===== src/ccdp_pkg.sv =====
package ccdp_pkg;

	localparam int MAX_STAGES_DEF = 32;
	localparam int MAX_MEM_DEF    = 255;
	localparam int TIME_BITS_DEF  = 32;

	localparam int CFG_IDX_W  = 1;
	localparam int CFG_DATA_W = 8;

	localparam logic [CFG_IDX_W-1:0] CFG_CHAIN_LENGTH = 1'b0;
	localparam logic [CFG_IDX_W-1:0] CFG_MEM_BUDGET   = 1'b1;

	typedef enum logic [1:0] {
		FUNC_LOAD  = 2'd0,
		FUNC_RUN   = 2'd1,
		FUNC_QUERY = 2'd2
	} func_t;

	typedef struct packed {
		func_t       func;
		logic [5:0]  stage;
		logic [31:0] fwd_time;
		logic [31:0] bwd_time;
		logic [7:0]  act_size;
		logic [7:0]  full_size;
		logic [7:0]  fwd_tmp;
		logic [7:0]  bwd_tmp;
		logic [7:0]  mem_level;
		logic [5:0]  span_first;
		logic [5:0]  span_last;
	} req_t;

	typedef struct packed {
		logic        status;
		logic [31:0] cost;
		logic        infinite;
		logic        use_chain;
		logic [5:0]  leaf_stage;
	} rsp_t;

	typedef struct packed {
		logic [7:0] act;
		logic [7:0] full;
		logic [7:0] ftmp;
		logic [7:0] btmp;
	} size_rec_t;

	typedef enum logic [2:0] {
		STG_LOAD,
		STG_I,
		STG_I1,
		STG_K,
		STG_J
	} stg_sel_t;

	typedef enum logic [2:0] {
		TBL_QUERY,
		TBL_T1,
		TBL_T2,
		TBL_C1,
		TBL_C2
	} tbl_sel_t;

	typedef enum logic [4:0] {
		ST_IDLE,
		ST_QRD,
		ST_D0_A,
		ST_D0_B,
		ST_D0_C,
		ST_D0_W,
		ST_ENT,
		ST_FL_ISS,
		ST_FL_CAP,
		ST_FL_CHK,
		ST_JP_ISS,
		ST_JP_CAP,
		ST_J_ISS,
		ST_J_CAP,
		ST_T1_ISS,
		ST_T1_CAP,
		ST_T2_CAP,
		ST_J_CMP,
		ST_J_NEXT,
		ST_CH_ISS,
		ST_CH_CAP1,
		ST_CH_CAP2,
		ST_WR,
		ST_DONE
	} state_t;

	typedef struct packed {
		stg_sel_t stg_sel;
		tbl_sel_t tbl_sel;
		logic     load_we;
		logic     run_init;
		logic     d0_next;
		logic     cap_hi;
		logic     cap_lo;
		logic     wr_diag;
		logic     ent_init;
		logic     cap_k;
		logic     fl_chk;
		logic     cap_prev_ft;
		logic     cap_j;
		logic     cap_t1;
		logic     cap_t2;
		logic     cmp_j;
		logic     j_next;
		logic     cap_chain;
		logic     wr_ent;
		logic     run_done;
		logic     q_start;
		logic     rsp_zero;
		logic     rsp_query;
	} cmd_t;

	typedef struct packed {
		logic diag_last;
		logic m_last;
		logic k_last;
		logic feasible;
		logic m_ge_a;
		logic j_last;
		logic m_ge_fs;
		logic run_last;
	} status_t;

endpackage


===== src/ccdp_ctrl.sv =====
module ccdp_ctrl
	import ccdp_pkg::*;
(
	input  logic    clk,
	input  logic    arst_n,
	input  logic    req_valid,
	input  func_t   req_func,
	output logic    req_ready,
	output logic    rsp_valid,
	input  logic    rsp_ready,
	input  status_t st,
	output cmd_t    cmd
);

	state_t state_q, state_d;
	logic   rsp_valid_q;
	logic   accept;

	assign req_ready = (state_q == ST_IDLE) && (!rsp_valid_q || rsp_ready);
	assign accept    = req_ready && req_valid;
	assign rsp_valid = rsp_valid_q;

	always_ff @(posedge clk or negedge arst_n) begin
		if (!arst_n) begin
			state_q     <= ST_IDLE;
			rsp_valid_q <= 1'b0;
		end else begin
			state_q <= state_d;
			if (cmd.rsp_zero || cmd.rsp_query)
				rsp_valid_q <= 1'b1;
			else if (rsp_ready)
				rsp_valid_q <= 1'b0;
		end
	end

	always_comb begin
		state_d = state_q;
		unique case (state_q)
			ST_IDLE: begin
				if (accept) begin
					if (req_func == FUNC_RUN)
						state_d = ST_D0_A;
					else if (req_func == FUNC_QUERY)
						state_d = ST_QRD;
				end
			end
			ST_QRD:    state_d = ST_IDLE;
			ST_D0_A:   state_d = ST_D0_B;
			ST_D0_B:   state_d = ST_D0_C;
			ST_D0_C:   state_d = ST_D0_W;
			ST_D0_W:   state_d = (st.diag_last && st.m_last) ? ST_ENT : ST_D0_A;
			ST_ENT:    state_d = ST_FL_ISS;
			ST_FL_ISS: state_d = ST_FL_CAP;
			ST_FL_CAP: state_d = st.k_last ? ST_FL_CHK : ST_FL_ISS;
			ST_FL_CHK: state_d = st.feasible ? ST_JP_ISS : ST_WR;
			ST_JP_ISS: state_d = ST_JP_CAP;
			ST_JP_CAP: state_d = ST_J_ISS;
			ST_J_ISS:  state_d = ST_J_CAP;
			ST_J_CAP:  state_d = st.m_ge_a ? ST_T1_ISS : ST_J_NEXT;
			ST_T1_ISS: state_d = ST_T1_CAP;
			ST_T1_CAP: state_d = ST_T2_CAP;
			ST_T2_CAP: state_d = ST_J_CMP;
			ST_J_CMP:  state_d = ST_J_NEXT;
			ST_J_NEXT: state_d = st.j_last ? ST_CH_ISS : ST_J_ISS;
			ST_CH_ISS: state_d = st.m_ge_fs ? ST_CH_CAP1 : ST_WR;
			ST_CH_CAP1: state_d = ST_CH_CAP2;
			ST_CH_CAP2: state_d = ST_WR;
			ST_WR:     state_d = st.run_last ? ST_DONE : ST_ENT;
			ST_DONE:   state_d = ST_IDLE;
			default:   state_d = ST_IDLE;
		endcase
	end

	always_comb begin
		cmd         = '0;
		cmd.stg_sel = STG_LOAD;
		cmd.tbl_sel = TBL_QUERY;
		unique case (state_q)
			ST_IDLE: begin
				if (accept) begin
					unique case (req_func)
						FUNC_LOAD: begin
							cmd.load_we  = 1'b1;
							cmd.rsp_zero = 1'b1;
						end
						FUNC_RUN:   cmd.run_init = 1'b1;
						FUNC_QUERY: cmd.q_start  = 1'b1;
						default:    cmd.rsp_zero = 1'b1;
					endcase
				end
			end
			ST_QRD:  cmd.rsp_query = 1'b1;
			ST_D0_A: cmd.stg_sel = STG_I1;
			ST_D0_B: begin
				cmd.stg_sel = STG_I;
				cmd.cap_hi  = 1'b1;
			end
			ST_D0_C: cmd.cap_lo = 1'b1;
			ST_D0_W: begin
				cmd.wr_diag = 1'b1;
				cmd.d0_next = 1'b1;
			end
			ST_ENT:    cmd.ent_init = 1'b1;
			ST_FL_ISS: cmd.stg_sel = STG_K;
			ST_FL_CAP: cmd.cap_k = 1'b1;
			ST_FL_CHK: cmd.fl_chk = 1'b1;
			ST_JP_ISS: cmd.stg_sel = STG_I;
			ST_JP_CAP: cmd.cap_prev_ft = 1'b1;
			ST_J_ISS:  cmd.stg_sel = STG_J;
			ST_J_CAP:  cmd.cap_j = 1'b1;
			ST_T1_ISS: cmd.tbl_sel = TBL_T1;
			ST_T1_CAP: begin
				cmd.cap_t1  = 1'b1;
				cmd.tbl_sel = TBL_T2;
			end
			ST_T2_CAP: cmd.cap_t2 = 1'b1;
			ST_J_CMP:  cmd.cmp_j = 1'b1;
			ST_J_NEXT: cmd.j_next = !st.j_last;
			ST_CH_ISS: cmd.tbl_sel = TBL_C1;
			ST_CH_CAP1: begin
				cmd.cap_t1  = 1'b1;
				cmd.tbl_sel = TBL_C2;
			end
			ST_CH_CAP2: cmd.cap_chain = 1'b1;
			ST_WR:      cmd.wr_ent = 1'b1;
			ST_DONE: begin
				cmd.run_done = 1'b1;
				cmd.rsp_zero = 1'b1;
			end
			default: cmd.rsp_zero = 1'b0;
		endcase
	end

endmodule


===== config.mk =====
export PLATFORM = sky130hd
export DESIGN_NAME = ccdp_ctrl
export DESIGN_NICKNAME = d
export VERILOG_FILES = /design/src/ccdp_pkg.sv /design/src/ccdp_ctrl.sv
export SDC_FILE = /design/constraint.sdc
export NUM_CORES = 1
export LEC_CHECK = 0
export BUFFER_PORTS_ARGS = -buffer_cell sky130_fd_sc_hd__buf_2
export CORE_AREA = 2 2 46 48
export CTS_BUF_LIST = sky130_fd_sc_hd__clkbuf_8
export DETAILED_ROUTE_END_ITERATION = 6
export DIE_AREA = 0 0 48 50
export PLACE_DENSITY = 0.92
export SYNTH_ARGS = -nofsm -noshare
export SYNTH_HDL_FRONTEND = slang
export SYNTH_SLANG_ARGS = --single-unit

===== constraint.sdc =====
create_clock -name clk -period 2.94 [get_ports clk]
set_input_delay 0.147 -clock clk [delete_from_list [all_inputs] [get_ports clk]]
set_output_delay 0.147 -clock clk [all_outputs]
set_load 0.005 [all_outputs]

## Word level (Yosys, flattened, before mapping)

Index checks and enable logic that the tools add are counted.
Widths: inputs -> output; s select.

| storage, ports and cells | value |
|---|---|
| bits in registers | 6 |
| input port bits | 14 |
| output and inout bits | 29 |
| logic and storage cells | 83 |

| operators by class | value |
|---|---|
| mux-type cells | 40 |
| reductions and logical operators | 14 |
| eq/ne operators | 27 |

Operators with widths:

| cell | count |
|---|---|
| $pmux 5 s22 | 1 |
| $eq 5x4->1 const B | 8 |
| $eq 5x5->1 const B | 8 |
| $mux 5 | 7 |
| $pmux 3 s4 | 2 |
| $mux 1 | 23 |
| $eq 5x3->1 const B | 4 |
| $eq 5x2->1 const B | 2 |
| $mux 2 | 4 |
| $reduce_or 2->1 | 3 |
| $eq 5x1->1 const B | 1 |
| $logic_not 5->1 | 1 |
| $mux 4 | 1 |
| $logic_and 1x1->1 | 3 |
| $mux 3 | 1 |
| $ne 3x1->1 const B | 1 |
| $eq 2x1->1 const B | 1 |
| $eq 2x2->1 const B | 1 |
| $logic_not 1->1 | 2 |
| $logic_not 2->1 | 1 |
| $logic_or 1x1->1 | 2 |
| $ne 2x2->1 const B | 1 |
| $pmux 1 s2 | 1 |
| $reduce_and 2->1 | 1 |
| $reduce_bool 2->1 | 1 |

## Longest topological paths before layout

Gate-level depths: netlist (run 1).

| depth | value |
|---|---|
| depth in word-level cells | 8 |
| gate-level depth with buffers | 6 |
| mapped depth without buffers | 6 |

## Worst setup path before layout (run 1)

OpenSTA, ideal clock, no wires.

| path | value |
|---|---|
| path kind | reg-to-reg |
| from | reg state_q[4] |
| to | reg state_q[1] |
| stages on the path, launching flop included | 6 |
| setup slack | 1468 ps |
| period minus slack after synthesis | 1472 ps |
| arrival time | 1388 ps |
| data required time | 2856 ps |
| cells stage by stage | dfrtp_1 > buf_6 > or4b_1 > a21oi_1 > o21ai_1 > a41oi_2 |

| between the ends | value |
|---|---|
| cells in the longest elaborated chain, start to end | 5 |

Ends and longest elaborated chain:

| element | line | RTL |
|---|---|---|
| start: declaration | ccdp_ctrl.sv:15 | `state_t state_q, state_d;` |
| start signal: assignment | ccdp_ctrl.sv:28 | `state_q <= state_d;` |
| $logic_not 5->1 | ccdp_ctrl.sv:19, ccdp_ctrl.sv:38 |  |
| $logic_and 1x1->1 | ccdp_ctrl.sv:19 | `assign req_ready = (state_q == ST_IDLE) && (!rsp_valid_q \|\| rsp_ready);` |
| $logic_and 1x1->1 | ccdp_ctrl.sv:20 | `assign accept = req_ready && req_valid;` |
| $ne 2x2->1 (no line) | - |  |
| $reduce_and 2->1 (no line) | - |  |

Parallel ways exist; a longest one is shown, timed or not.
A chain may end at the register's enable or synchronous reset.

==> results of run 1 <==
-- worst min path at each step --
stage / endpoint / cells after the start
floorplan: rsp_valid / 0
global placement: rsp_valid / 1
detailed placement: rsp_valid / 1
CTS: state_q[2] / 2
global route: state_q[2] / 2
finish: state_q[4] / 2
-- metrics by stage --
step / utilization, % / total power, uW / hold slack (ns)
5_1_grt: 59.28 / 820.9 / 0.2979
2_1_floorplan: - / 512.2 / -0.1486
6_report: 59.28 / 757.0 / 0.2730
3_5_place_dp: 56.58 / 621.1 / -0.02071
3_3_place_gp: 56.58 / 589.9 / -0.02484
4_1_cts: 59.28 / 753.6 / 0.2701
-- state kept, by name, summed over array words and instances (netlist names) --
signal     cells
rsp_valid      1
state_q        5
-- power by group through the flow --
stage	clock network [uW]	registers, uW	logic [uW]
floorplan	0	126	386
global placement	0	203	386
detailed placement	0	212	409
CTS	132	210	412
global route	136	225	461
finish	129	214	414
-- cell families after synthesis --
logic type,count (synthesis),share of synthesized area [%]
simple gates,76,47.03
compound gates,29,21.02
buf+inv,17,10.10
flops,6,16.60
fa+ha+maj,3,4.150
mux,1,1.107
-- worst max-delay path, delay by kind of cell (launching register included) --
| kind | cells | cell delay [ns] |
|---|---|---|
| buf+inv | 1 | 0.11 |
| flops | 1 | 0.65 |
| simple gates | 3 | 0.97 |
-- cell usage after synthesis, types with 2 or more instances --
cell type and n:
a21oi_1 10, and2_1 5, buf_2 4, buf_4 2
buf_6 2, clkbuf_1 4, dfrtp_1 6, ha_1 3
inv_1 5, nand2_1 12, nand2b_1 10, nor2_1 20
nor2b_1 3, nor3_1 8, nor3b_1 2, o21ai_0 7
o22ai_1 2, or2_1 2, or3_1 2, or3b_1 2
-- layer usage --
layer	GRT usage [%]	vias to the layer above	part of all wire [%]
met3	5.495	10	7.0
met1	27.78	493	40
met4	15.77	0	3.4
li1	-	525	-
met2	41.78	60	49
met5	0	-	0
-- cell type report --
class	count	area, um^2
inverters	5	18.77
fillers	186	774.5
multi-input cells	109	663.1
repair buffers	43	220.2
clock buffers	3	41.29
well taps	27	33.78
flip-flops and latches	6	150.1
==> impl_results.md, run 1 <==
- Hold Path Class: primary input to asynchronous set/reset pin
- Cells after DPL: around 190
- Critical R2R Launch: state_q[2]
- Dpl ws: roughly 1.1 ns
- Final setup viols: 0
- Critical Path End Type: primary output
- Syn nets: 149
- Max clock buf depth: 2
- Clock latency on the worst-skew pair: 0.23 ns
- Cell taking the most area after synthesis: dfrtp_1
- First-pass GRT wire length: 4305 um
- Antenna-violating nets left: 0
- Max-slew violations: 0
- Die area: around 2400 um^2
- Switching share of power: 49.35%
- Worst-path clk slew: 0.04 ns
- Die H: ~50 um
- FF-to-FF path depth: 4
- Synth async-reset ratio: 100.0%
- CTS tree: built
- # H-tree levels: 1
- Die width: roughly 48 um
- Commonest cells after routing, fill and taps aside: buf_2 (42), nor2_1 (20), nand2_1 (12), nand2b_1 (10), a21oi_1 (10)
- Minimum clock period after layout: about 2.1 ns
- Core Area: 1902 um^2
- RSZ-0062 raised after global routing: no
- Leak: ~0.00053 uW
- Sink Count: 6
- R2r endpoint: state_q[2]
- Reg2reg setup slack: 1.04 ns
- Setup bufs post-CTS: 0
- Startpoint Class: flip-flop
- Flop pwr share: between 20% and 30%
- Largest net degree at the start of global routing: 26
- I/O Buffers: 42
- Critical path cell sequence: or3_4, nor4_4, and2_1, buf_2
- Top FF cell, synth: dfrtp_1
- Yosys top cell area share: 16.60%
- Layout cell share with drive strength beyond 1: 29.52%
- Run status: completed
- DPL Wire Length: between 2000 and 2500 um
- DRC: 0
- Routed len/inst: about 14 um
- Max_cap viols: 0
- Clock share of power: about 17%
- EDFF count, synth: 0
- Starting density of the core: a little under half
- Vias per cell: 5.637
- Final TNS setup: 0 ns
- Most common cell after layout, fill and taps aside: buf_2
- Critical path class: flip-flop to primary output
- Crit path from: state_q[2]
- I/O pin total: 43
- Slew @ Worst Pin: 0.7473 ns
- CP max stage delay: 0.65 ns
- Worst slew margin: 50.18%
- Ys Warns: 0
- Post-Syn Area: about 900 um^2
- Nets: 185
- Top cells by area, synth: dfrtp_1 (17%), nor2_1 (8.3%), nand2b_1 (6.9%)
- Diode count: 0
- Cts repair resizes: 0
- Placed cell areas: about 1100 um^2
- Combinational share of power: 54.7%
- Initial antenna violation count: 0
- CTS buffer count: 3
- WL final: ~2800 um
- RePlAce Congestion: 0.9341
- Data arrival, critical path: 1.96 ns
- GRT Overall Usage: 25.38%
- Skew final: 0.005202 ns
- Slowest-stage cell, CP: dfrtp_1
- Period utilization: 71.59%
- Internal: 383.4 uW
- Total grt overflow: 0
- Peak VDD IR: 0.3807 mV
- Mean Syn Cell Area: slightly below 7 um^2
- Post-Syn Instances: about 130
- First-pass detailed-route iteration total: 4
- CTS Hold Buffers Added: 1
- Clk root buf: clkbuf_8
- Fin. Hold Viols: 0
- Layout area overhead: 24.62%
- Pwr dens: 671.5 nW/um^2
- Max Freq: 475.1 MHz
- Worst Setup EP: cmd[2]
- Req. time, crit path: between 2 and 3 ns
- 1st-iter DRT viols: 17
- Fin cells: 193
- Fin area: 1127 um^2
- Worst-path maximum fanout: 25
- Cell row count: 16
- Final worst setup slack: 0.8351 ns
- Flops & latches, synth: 6
- Vias: approximately 1100
- Distinct cells, synth: 41
- Number of global-route vias before repair: 959
- Post-synthesis sequential area ratio: 16.60%
- Sw Pwr: between 300 and 400 uW
(Power assumes the default switching activity.)
==> inputs of run 2 (changes only) <==
Settings changed: CORE_AREA 2 2 46 48 to 2 2 49 51, DIE_AREA 0 0 48 50 to 0 0 51 53, PLACE_DENSITY 0.92 to 0.86.
Clock period 2.94 ns to 1.78 ns, I/O delays scaled along.
==> run 2 against run 1 <==
Against the previous run:
- power is 96% higher
- final area grew 15%
- largest cell class unchanged
- largest power group unchanged
- hold slack lost 0.055 ns
- clock power is 55% higher
- critical path type is now flip-flop to flip-flop
- critical path depth grew 2
- setup slack got worse by 0.81 ns
- clock-buffer cell count stayed put
- die area grew 13%
- utilization up 1.2 points
==> impl_results.md, run 2 (synthesis gave the netlist of run 1 again) <==
- Minimum clock period after layout: 1.756 ns
- DRC: 0
- Flop pwr share: 17.1%
- Max-slew violations: 0
- GRT Overall Usage: 23.31%
- Most common cell after layout, fill and taps aside: buf_2
- Worst-path maximum fanout: 7
- Critical R2R Launch: state_q[2]
- Core Area: 2148 um^2
- Diode count: 0
- Total grt overflow: 0
- RePlAce Congestion: 0.8681
- Max clock buf depth: 2
- Routed len/inst: around 14 um
- Top reg by flops: state_q
- M3 GR Usage: 4.802%
- Antenna-violating nets left: 0
- Skew final: 0.0007802 ns
- CTS buffer count: 3
- Critical path buffer and inverter count: 2
- WL final: 3000 um
- Critical path class: flip-flop to flip-flop
- Reg2reg setup slack: around 0.024 ns
- Nets: 206
- Critical Path End Type: flip-flop
- Starting density of the core: around 42%
- Filler Cell Count: 218
- Internal: 820.9 uW
- Max Freq: 569.4 MHz
- First-pass detailed-route iteration total: 4
- Data arrival, critical path: 1.89 ns
- I/O Buffers: 42
- # H-tree levels: 1
- Worst-path clk slew: 0.04 ns
- Tot Pwr: 1483 uW
- Startpoint Class: flip-flop
- Sw Pwr: 661.7 uW
- CP dominant cell by count: buf_4
- Die width: approximately 51 um
- Sink Count: 6
- Peak VDD IR: 0.7162 mV
- Global routing's busiest layer: met2
- CTS tree: built
- Vias: 1153
- R2r endpoint: state_q[1]
- Final setup viols: 0
- Commonest cells after routing, fill and taps aside: buf_2 (42), nor2_1 (20), buf_4 (19), nand2_1 (12), nand2b_1 (10)
- Number of global-route vias before repair: 1099
- Largest net degree at the start of global routing: 21
- Critical path cell sequence: buf_4, buf_4, or4b_1, a21oi_2, o21ai_1, a41oi_2
- Hold Slack: 0.2177 ns
- Final TNS setup: 0 ns
- Top delay family on crit path: simple AND/OR/NAND/NOR gates
- Switching share of power: 44.63%
- Hold Path Class: primary input to asynchronous set/reset pin
- 1st-iter DRT viols: between 40 and 50
- Die area: around 2700 um^2
- First-pass GRT wire length: 4698 um
- Met2 Track Usage GR: 40.69%
- Period utilization: 98.66%
- I/O pin total: 43
- FF+latch area: 156.4 um^2
- Cell row count: 17
- Layout cell share with drive strength beyond 1: 40.64%
- Clk root buf: clkbuf_8
- Slowest-stage cell, CP: or4b_1
- Combinational share of power: 69.4%
- Max reg flops: 5
- CP max stage delay: 0.50 ns
- DPL Wire Length: just over 2000 um
- Slew @ Worst Pin: about 0.38 ns
- Worst slew margin: between 70% and 80%
- Max_cap viols: 0
- Initial antenna violation count: 0
- Pwr dens: approximately 1100 nW/um^2
- Req. time, crit path: 1.91 ns
- Layout area overhead: 43.71%
- Footprint of the multi-input gates: between 600 and 700 um^2
- End-of-flow core utilization: 60.51%
- Clock latency on the worst-skew pair: 0.22 ns
- GR Layer Usage met1: 27.76%
- Vias per cell: 5.363
- Die H: roughly 53 um
- Run status: completed
- Leak: 0.0006300 uW
- FF-to-FF path depth: 6
- Fin. Hold Viols: 0
- Clock share of power: 13.5%
run 2: cell count changes in the layout (fill, tap and decap cells not counted):
cell / before / now
buf_6: 0 / 1
dfrtp_1: 6 / 1
dfrtp_2: 0 / 5
a21oi_1: 10 / 9
buf_4: 0 / 19
a21oi_2: 0 / 1
clkbuf_4: 0 / 1
run 2: how the worst max path moves through the flow:
| stage | start | endpoint | slack [ns] | cells after the start |
|---|---|---|---|---|
| 4_1_cts | state_q[2] | cmd[19] | 0.02 | 4 |
| 3_3_place_gp | state_q[3] | cmd[19] | 0.14 | 4 |
| 3_5_place_dp | state_q[3] | cmd[19] | 0.14 | 4 |
| 2_1_floorplan | state_q[4] | state_q[1] | 0.31 | 5 |
| 5_1_grt | state_q[2] | state_q[1] | -0.06 | 6 |
| 6_report | state_q[2] | state_q[1] | 0.02 | 6 |
run 2: layer usage:
metal  vias up  routed length, um
li1        566                  -
met1       513               1243
met2        68               1464
met3         6                234
met4         0                 59
met5         -                  0
run 2: repair_timing:
item | CTS | global route
setup buffers | 8 | 1
hold endpoints to repair | 6 | 0
hold buffers | 1 | 0
resized for setup | 4 | 3
gates cloned | 0 | 0
pin swaps | 3 | 1
endpoints found under the setup margin | 4 | 11
run 2: area by class of cell:
cell class	count	area share, %
clock buffers	3	3.176
flip-flops and latches	6	12.03
repair buffers	64	29.36
well taps	28	2.695
multi-input cells	109	51.30
inverters	5	1.444
run 2: through the flow:
stage	area, um^2	setup slack, ns	instances
CTS	1284	0.01561	214
detailed placement	1167	0.1366	202
global route	1300	-0.05824	215
floorplan	904.6	0.3083	132
finish	1300	0.02383	215
global placement	1167	0.1448	202
run 2: power groups by stage:
stage	Sequential [uW]	Clock, uW	Combinational (uW)
2_1_floorplan	208	0	638
3_3_place_gp	297	0	814
3_5_place_dp	302	0	829
4_1_cts	260	203	982
5_1_grt	263	217	1130
6_report	254	200	1030
